File: config.mk
export PLATFORM = sky130hd
export DESIGN_NAME = joystick_deadzone_debounce_unit
export DESIGN_NICKNAME = d
export VERILOG_FILES = /design/src/design/jdd_pkg.sv /design/src/design/joystick_deadzone_debounce_unit.sv /design/src/design/jdd_cfg.sv /design/src/design/jdd_axis.sv /design/src/design/jdd_btn.sv
export VERILOG_INCLUDE_DIRS = /design/src /design/src/design
export SDC_FILE = /design/constraint.sdc
export NUM_CORES = 1
export LEC_CHECK = 0
export ABC_AREA = 1
export BUFFER_PORTS_ARGS = -buffer_cell sky130_fd_sc_hd__buf_4
export CORE_ASPECT_RATIO = 1.75
export CORE_UTILIZATION = 35
export DETAILED_ROUTE_END_ITERATION = 12
export HOLD_SLACK_MARGIN = 0.03
export SYNTH_ARGS = -nofsm -noshare
export SYNTH_HDL_FRONTEND = slang
export SYNTH_SLANG_ARGS = --single-unit
File: constraint.sdc
create_clock -name clk -period 15.6 [get_ports clk]
set_input_delay 4.68 -clock clk [delete_from_list [all_inputs] [get_ports clk]]
set_output_delay 4.68 -clock clk [all_outputs]
set_load 0.02 [all_outputs]
File: src/design/joystick_deadzone_debounce_unit_assert.svh
`ifndef JOYSTICK_DEADZONE_DEBOUNCE_UNIT_ASSERT_SVH
`define JOYSTICK_DEADZONE_DEBOUNCE_UNIT_ASSERT_SVH

// same-cycle implication, checked on clk with rst masking
`define JDD_ASSERT_NOW(label, ante, cons, msg) \
  label: assert property (@(posedge clk) disable iff (rst) (ante) |-> (cons)) \
    else $error(msg);

// next-cycle implication
`define JDD_ASSERT_NEXT(label, ante, cons, msg) \
  label: assert property (@(posedge clk) disable iff (rst) (ante) |=> (cons)) \
    else $error(msg);

`endif

File: src/design/jdd_pkg.sv
package jdd_pkg;

  localparam int AXIS_W      = 12;
  localparam int GAIN_W      = 8;
  localparam int DZ_W        = 12;
  localparam int CMD_W       = 9;
  localparam int HIST_W      = 4;
  localparam int SCALE_SHIFT = 11;
  localparam int CFG_IDX_W   = 2;
  localparam int CFG_DATA_W  = 12;

  localparam logic [CFG_IDX_W-1:0] REG_MOVE_GAIN = 2'd0;
  localparam logic [CFG_IDX_W-1:0] REG_TURN_GAIN = 2'd1;
  localparam logic [CFG_IDX_W-1:0] REG_DEAD_ZONE = 2'd2;

  localparam logic [GAIN_W-1:0] MOVE_GAIN_RST = 8'd1;
  localparam logic [GAIN_W-1:0] TURN_GAIN_RST = 8'd1;
  localparam logic [DZ_W-1:0]   DEAD_ZONE_RST = 12'd300;

  localparam logic KIND_TICK = 1'b0;
  localparam logic KIND_READ = 1'b1;

  typedef struct packed {
    logic [GAIN_W-1:0] move_gain;
    logic [GAIN_W-1:0] turn_gain;
    logic [DZ_W-1:0]   dead_zone;
  } cfg_t;

  typedef struct packed {
    logic tick;
    logic read;
    logic door_pressed;
    logic fire_pressed;
  } btn_ctrl_t;

endpackage

File: src/design/joystick_deadzone_debounce_unit.sv
// path: a read beat waits in the input register, then is registered into the output register
// throughput: one beat per cycle while the output is not stalled, ticks and reads mixed freely
// ticks give no output beat and never wait on the output side
// a stalled output holds back reads in the input register only
// reset: gains 1, dead zone 300, button histories and door level cleared
`include "joystick_deadzone_debounce_unit_assert.svh"

module joystick_deadzone_debounce_unit import jdd_pkg::*; (
  input  logic                    clk,
  input  logic                    rst,
  input  logic                    cfg_we,
  input  logic [CFG_IDX_W-1:0]    cfg_index,
  input  logic [CFG_DATA_W-1:0]   cfg_data,
  input  logic                    in_valid,
  output logic                    in_ready,
  input  logic                    kind,
  input  logic                    door_pin,
  input  logic                    fire_pin,
  input  logic [AXIS_W-1:0]       axis_y,
  input  logic [AXIS_W-1:0]       axis_x,
  output logic                    out_valid,
  input  logic                    out_ready,
  output logic signed [CMD_W-1:0] move,
  output logic signed [CMD_W-1:0] turn,
  output logic                    fire,
  output logic                    door
);

  cfg_t cfg;

  logic              s1_valid;
  logic              s1_kind;
  logic              s1_door_pin;
  logic              s1_fire_pin;
  logic [AXIS_W-1:0] s1_axis_y;
  logic [AXIS_W-1:0] s1_axis_x;

  logic                    out_free;
  logic                    s1_go;
  logic                    read_go;
  btn_ctrl_t               btn_ctrl;
  logic signed [CMD_W-1:0] move_res;
  logic signed [CMD_W-1:0] turn_res;
  logic                    fire_res;
  logic                    door_res;

  jdd_cfg u_cfg (
    .clk       (clk),
    .rst       (rst),
    .cfg_we    (cfg_we),
    .cfg_index (cfg_index),
    .cfg_data  (cfg_data),
    .cfg       (cfg)
  );

  assign out_free = !out_valid || out_ready;
  assign s1_go    = s1_valid && ((s1_kind == KIND_TICK) || out_free);
  assign read_go  = s1_go && (s1_kind == KIND_READ);
  assign in_ready = !s1_valid || s1_go;

  always_ff @(posedge clk) begin
    if (rst) begin
      s1_valid <= 1'b0;
    end else if (in_ready) begin
      s1_valid <= in_valid;
    end
    if (in_valid && in_ready) begin
      s1_kind     <= kind;
      s1_door_pin <= door_pin;
      s1_fire_pin <= fire_pin;
      s1_axis_y   <= axis_y;
      s1_axis_x   <= axis_x;
    end
  end

  // pins are active low
  assign btn_ctrl.tick         = s1_go && (s1_kind == KIND_TICK);
  assign btn_ctrl.read         = read_go;
  assign btn_ctrl.door_pressed = !s1_door_pin;
  assign btn_ctrl.fire_pressed = !s1_fire_pin;

  jdd_btn u_btn (
    .clk  (clk),
    .rst  (rst),
    .ctrl (btn_ctrl),
    .fire (fire_res),
    .door (door_res)
  );

  jdd_axis u_axis_y (
    .sample    (s1_axis_y),
    .gain      (cfg.move_gain),
    .dead_zone (cfg.dead_zone),
    .result    (move_res)
  );

  jdd_axis u_axis_x (
    .sample    (s1_axis_x),
    .gain      (cfg.turn_gain),
    .dead_zone (cfg.dead_zone),
    .result    (turn_res)
  );

  always_ff @(posedge clk) begin
    if (rst) begin
      out_valid <= 1'b0;
    end else if (read_go) begin
      out_valid <= 1'b1;
    end else if (out_ready) begin
      out_valid <= 1'b0;
    end
    if (read_go) begin
      move <= move_res;
      turn <= turn_res;
      fire <= fire_res;
      door <= door_res;
    end
  end

  `JDD_ASSERT_NOW(a_tick_never_stalls, s1_valid && (s1_kind == KIND_TICK), s1_go,
    "tick held in input register")
  `JDD_ASSERT_NEXT(a_read_lands, read_go, out_valid && (door == $past(door_res)),
    "read beat did not reach output register")
  `JDD_ASSERT_NEXT(a_input_captured, in_valid && in_ready, s1_valid,
    "accepted beat lost from input register")

endmodule

File: src/design/jdd_cfg.sv
module jdd_cfg import jdd_pkg::*; (
  input  logic                  clk,
  input  logic                  rst,
  input  logic                  cfg_we,
  input  logic [CFG_IDX_W-1:0]  cfg_index,
  input  logic [CFG_DATA_W-1:0] cfg_data,
  output cfg_t                  cfg
);

  always_ff @(posedge clk) begin
    if (rst) begin
      cfg.move_gain <= MOVE_GAIN_RST;
      cfg.turn_gain <= TURN_GAIN_RST;
      cfg.dead_zone <= DEAD_ZONE_RST;
    end else if (cfg_we) begin
      unique case (cfg_index)
        REG_MOVE_GAIN: cfg.move_gain <= cfg_data[GAIN_W-1:0];
        REG_TURN_GAIN: cfg.turn_gain <= cfg_data[GAIN_W-1:0];
        REG_DEAD_ZONE: cfg.dead_zone <= cfg_data[DZ_W-1:0];
        default: ;
      endcase
    end
  end

endmodule

File: src/design/jdd_axis.sv
module jdd_axis import jdd_pkg::*; (
  input  logic [AXIS_W-1:0]       sample,
  input  logic [GAIN_W-1:0]       gain,
  input  logic [DZ_W-1:0]         dead_zone,
  output logic signed [CMD_W-1:0] result
);

  localparam int C_W    = AXIS_W + 1;
  localparam int CMP_W  = DZ_W + 2;
  localparam int PROD_W = C_W + GAIN_W + 1;

  logic signed [C_W-1:0]    centred;
  logic signed [CMP_W-1:0]  c_ext;
  logic signed [CMP_W-1:0]  dz_ext;
  logic                     in_zone;
  logic signed [C_W-1:0]    c_kept;
  logic signed [PROD_W-1:0] prod;
  logic signed [PROD_W-1:0] biased;

  // sample - 2048: flipping the top bit gives the offset in two's complement
  assign centred = $signed({~sample[AXIS_W-1], ~sample[AXIS_W-1], sample[AXIS_W-2:0]});
  assign c_ext   = CMP_W'(centred);
  assign dz_ext  = $signed({2'b00, dead_zone});
  assign in_zone = (c_ext > -dz_ext) && (c_ext < dz_ext);
  assign c_kept  = in_zone ? '0 : centred;

  assign prod = PROD_W'(c_kept) * $signed({1'b0, gain});

  // round toward zero before the arithmetic shift
  assign biased = prod + (prod[PROD_W-1] ? PROD_W'((1 << SCALE_SHIFT) - 1) : '0);
  assign result = biased[SCALE_SHIFT +: CMD_W];

endmodule

File: src/design/jdd_btn.sv
module jdd_btn import jdd_pkg::*; (
  input  logic      clk,
  input  logic      rst,
  input  btn_ctrl_t ctrl,
  output logic      fire,
  output logic      door
);

  logic [HIST_W-1:0] door_history;
  logic [HIST_W-1:0] fire_history;
  logic              door_last_level;
  logic              door_now;

  assign door_now = &door_history;
  assign fire     = &fire_history;
  assign door     = door_now && !door_last_level;

  always_ff @(posedge clk) begin
    if (rst) begin
      door_history    <= '0;
      fire_history    <= '0;
      door_last_level <= 1'b0;
    end else begin
      if (ctrl.tick) begin
        door_history <= {door_history[HIST_W-2:0], ctrl.door_pressed};
        fire_history <= {fire_history[HIST_W-2:0], ctrl.fire_pressed};
      end
      if (ctrl.read) begin
        door_last_level <= door_now;
      end
    end
  end

endmodule

---- Word level (Yosys, flattened, before mapping) ----
Index checks and enable logic that the tools add are counted.
Widths: inputs -> output; s select.
cells by class
  multiply operators ...................... 2
  equality and inequality tests ........... 2
  multiplexer cells ....................... 6
  bitwise logic cells ..................... 3
  $add $sub $neg .......................... 3
  reductions and logical operators ........ 22
  $lt $le $gt $ge ......................... 4
operators with widths
  kind                count
  $mul 13x9->22       2
  $add 20x20->20      2
  $gt 12x14->1        2
  $lt 12x13->1        2
  $mux 13             2
  $mux 11             2
  $neg 12->14         1
  $reduce_and 4->1    2
  $logic_and 1x1->1   7
  $reduce_and 2->1    3
  $logic_not 1->1     5
  $logic_or 1x1->1    3
  $not 1->1           3
  $eq 2x1->1 const B  1
  $eq 2x2->1 const B  1
  $logic_not 2->1     1
  $mux 1              2
  $reduce_bool 2->1   1
word-level totals
  logic and storage cells ................. 59
  register bits ........................... 86

---- Logic depth before layout (Yosys ltp) ----
  word-level depth ........................ 7
  depth in mapped cells ................... 50

---- By module ----
Synthesis repeated with hierarchy kept, for this count alone.
second synthesis, totals
  cells, all modules ...................... 1907
  area total of the unflattened synthesis .. 13840.8 um^2
modules (own cells, without submodules)
  module                           times used  cells an instance  seq. area each (um^2)  area an instance (um^2)
  jdd_axis (u_axis_x)              1           824                0.0                    5418.9
  jdd_axis (u_axis_y)              1           802                0.0                    5372.7
  joystick_deadzone_debounce_unit  1           64                 1451.4                 1524.0
  jdd_cfg                          1           171                560.5                  1193.6
  jdd_btn                          1           46                 180.2                  331.6

---- Least setup slack after synthesis ----
OpenSTA, ideal clock, no wires.
  path kind ............................... input to output
  start point ............................. in out_ready
  end point ............................... out in_ready
  cell stages on the path ................. 4
  setup slack ............................. 5.841 ns
  buffers on the path ..................... 0
  data arrival time ....................... 5.079 ns
  cell sequence ........................... nor2_1 > inv_1 > nor2_1 > inv_1
between the ends
  longest elaborated chain between the ends .. 4
RTL lines
  item               RTL line                               source
  start, declared    joystick_deadzone_debounce_unit.sv:22  input logic out_ready,
  $logic_or 1x1->1   joystick_deadzone_debounce_unit.sv:56  assign out_free = !out_valid || out_ready;
  $logic_or 1x1->1   joystick_deadzone_debounce_unit.sv:57  assign s1_go = s1_valid && ((s1_kind == KIND_TICK) || out_free);
  $logic_and 1x1->1  joystick_deadzone_debounce_unit.sv:57
  $logic_or 1x1->1   joystick_deadzone_debounce_unit.sv:59  assign in_ready = !s1_valid || s1_go;
  end, declared      joystick_deadzone_debounce_unit.sv:15  output logic in_ready,
No other way between the ends.

---- Worst setup path after layout ----
Same ends and word-level chain as after synthesis.

==> flow_metrics.env <==
export IMPL_ios=68
export IMPL_syn_avg_cell_area_sq_um=7.606
export IMPL_layout_drive_gt1_share_pct=8.754
export IMPL_min_path_type="flip-flop to flip-flop"
export IMPL_critPathLaunchType="input port"
export IMPL_cp_max_fo=2
export IMPL_nNetsFinal=2117
export IMPL_hold_path_depth=1
export IMPL_slew_viol_final=0
export IMPL_finalSetupTns_ns=0
export IMPL_vias_per_cell=4.853
export IMPL_grt_max_degree=38
export IMPL_p_int_mw=0.6091
export IMPL_dieArea_sq_um=38080
export IMPL_slew_headroom_pct=39.61
export IMPL_min_from="s1_door_pin$_DFFE_PP_"
export IMPL_synth_area_sq_um=13050
export IMPL_p_clk_share_pct=19.2
export IMPL_start_util_pct=35.48
export IMPL_reg2reg_from="u_cfg.cfg[0]$_SDFFE_PP0P_"
export IMPL_power_leakage_nw=7.559
export IMPL_status="complete, no violations"
export IMPL_synth_cells=1715
export IMPL_ff2ff_setup_slack_ns=6.78
export IMPL_vias=10960
export IMPL_cts_tree="built"
export IMPL_synth_edff_count=47
export IMPL_yosysWarnings=0
export IMPL_seq_power_share_pct=24.0
export IMPL_finalClockSkew_ns=0.02025
export IMPL_cts_buffers=9
export IMPL_clkTransAtPathRegs_ns=0.08
export IMPL_drc_errors=0
export IMPL_crit_required_ns=10.92
export IMPL_switching_share_pct=47.80
export IMPL_worst_slew_pin_slew_ns=0.9038
export IMPL_seq_area_sq_um=2192
export IMPL_yosysSeqAreaShare_pct=16.80
export IMPL_syn_to_final_growth_pct=10.42
export IMPL_cts_resized=0
export IMPL_die_w_um=147.9
export IMPL_worstSkewPairLatency_ns=0.37
export IMPL_min_to="u_btn.door_history[0]$_SDFFE_PP0P_"
export IMPL_crit_path_end_kind="output port"
export IMPL_maxCapViolations=0
export IMPL_finalSetupViolCount=0
export IMPL_multi_input_area_sq_um=9183
export IMPL_fill_cells=3882
export IMPL_yosysUniqueCellTypes=53
export IMPL_p_sw_mw=0.5578
export IMPL_report_power_total_mw=1.167
export IMPL_synth_nets=2055
export IMPL_p_comb_share_pct=56.8
export IMPL_p_per_area_nw_per_um2=81.01
export IMPL_io_buffers=67
export IMPL_ys_async_sr_fraction_pct=0
export IMPL_min_period_ns=10.22
export IMPL_ys_ff_latch=86
export IMPL_fin_crit_sh_pct=65.50
export IMPL_rows=93
export IMPL_routabilityCongestion=0.9184
export IMPL_wl_per_cell_um=15.77
export IMPL_grt_pass1_vias=11380
export IMPL_worst_setup_path_type="input port to output port"
export IMPL_grt_pass1_wl_mm=57.19
export IMPL_place_hpwl_mm=31.42
export IMPL_firstDrtPassIters=5
export IMPL_rsz0062_at_grt="no"
export IMPL_fmax_mhz=97.87
export IMPL_clock_sinks=86
export IMPL_rr_endpoint="turn[5]$_DFFE_PP_"
export IMPL_grtUsageTotal_pct=19.72
export IMPL_arrival_ns=5.54
export IMPL_synth_flop_cell="edfxtp_1"
export IMPL_postCtsSetupBuffers=0
export IMPL_htree_num_levels=3
export IMPL_ant_nets=0
export IMPL_die_y_um=257.4
export IMPL_ir_drop_mv=0.04837
export IMPL_cts_buffer_depth=2
export IMPL_antenna_found_initial=1
export IMPL_drt_iter0_drc=375
export IMPL_cts_hold_buf=0
export IMPL_hold_viol=0
export IMPL_reg2reg_depth=36
export IMPL_overflow=0
export IMPL_fp_coreArea_sq_um=36770
export IMPL_finalWirelength_mm=35.61
export IMPL_ctsRootBufferMaster="clkbuf_16"
## worst max path at each step
stage | from | end | slack, ns | cells after the start
floorplan | out_ready | in_ready | 5.84 | 4
global placement | out_ready | in_ready | 5.40 | 6
detailed placement | out_ready | in_ready | 5.41 | 6
CTS | out_ready | in_ready | 5.41 | 6
global route | out_ready | in_ready | 5.26 | 6
finish | out_ready | in_ready | 5.38 | 6
## worst max-delay path, cell delays in order
cell	delay (ns)
buf_4	0.11
nor2_1	0.17
inv_1	0.08
nor2_1	0.24
inv_1	0.10
buf_4	0.17
## per-layer routing
metal | share of wire, % | wire length [um] | track usage, %
met2 | 58 | 20810 | 40.38
met3 | 2.3 | 806 | 1.631
met5 | 0 | 0 | 0
met1 | 33 | 11640 | 17.85
met4 | 6.6 | 2353 | 12.86
## kinds of logic (layout without fill, tap and decap cells)
kind of cell / count (synthesis) / in the layout / synth area share (%)
flip-flops: 86 / 86 / 16.80
other: 0 / 1 / 0
buffers and inverters: 445 / 512 / 12.88
adder cells (fa/ha/maj): 294 / 294 / 37.41
XOR/XNOR: 43 / 43 / 3.060
AO/OA/AOI/OAI: 178 / 178 / 7.923
AND/OR/NAND/NOR: 669 / 669 / 21.93
## area by class of cell
class | instances | share of cell area [%]
tap | 475 | 4.126
sequential | 86 | 15.22
multi-input combinational | 1184 | 63.75
inverter | 425 | 11.08
clock buffer | 10 | 1.737
clock inverter | 6 | 0.3735
timing repair buffer | 71 | 3.700
antenna | 1 | 0.01737
## layout by cell type, fill, tap and decap left out, types with 2 or more instances in the layout
cell type  count
a21o_1         7
a21oi_1       79
a21oi_2        5
a31oi_1        4
and3_1         2
buf_4         71
clkbuf_16     10
clkinv_1       5
clkinv_4       2
dfxtp_1       39
edfxtp_1      47
fa_1         160
ha_1         134
inv_1        403
inv_2         17
nand2_1      328
nand2_2       16
nand3_1       76
nand3b_1       4
nand4_1       22
nor2_1       180
nor2_2        12
nor2_4         3
nor3_1        10
nor3_2         4
o2111ai_1      2
o211ai_1       7
o21ai_0       48
o21ai_1        9
o21bai_1       4
o221ai_1       2
o22a_1         2
or2_1          5
xnor2_1       10
xor2_1        30
xor2_2         3
## power by group through the flow
stage               Sequential (mW)  Combinational [mW]  Clock [mW]
floorplan                     0.283               0.498           0
global placement              0.284               0.656           0
detailed placement            0.285               0.666           0
CTS                           0.280               0.670       0.230
global route                  0.281               0.754       0.238
finish                        0.280               0.663       0.224
## cell usage after synthesis, drive strengths merged (6+ instances only)
library cell / instances / area share (%)
xor2: 33 / 2.4
xnor2: 10 / 0.67
ha: 134 / 13
nand2: 345 / 10
nand3: 77 / 3.0
nor3: 14 / 0.69
dfxtp: 39 / 6.0
or2: 6 / 0.29
a21o: 7 / 0.40
o21ai: 58 / 2.3
inv: 420 / 12
fa: 160 / 25
clkbuf: 16 / 0.46
nor2: 196 / 6.1
a21oi: 85 / 3.5
nand4: 22 / 1.1
edfxtp: 47 / 11
o211ai: 7 / 0.40
## sequential cells by signal, summed over array words and instances (netlist names)
register,count
door,1
fire,1
move,9
out_valid,1
s1_axis_x,12
s1_axis_y,12
s1_door_pin,1
s1_fire_pin,1
s1_kind,1
s1_valid,1
turn,9
u_btn.door_history,4
u_btn.door_last_level,1
u_btn.fire_history,4
u_cfg.cfg,28
## per-stage QoR
stage	utilization (%)	hold slack (ns)	instances	instance area [sq um]	setup WS, ns
after floorplan	-	0.3988	1715	13050	5.841
after global placement	38.34	0.4032	2241	14100	5.399
after detailed placement	38.34	0.4114	2241	14100	5.411
after CTS	39.17	0.4222	2257	14400	5.410
after global routing	39.17	0.4420	2258	14400	5.263
final	39.17	0.4243	2258	14400	5.382
Note: power is estimated with default switching activity, not from simulation.
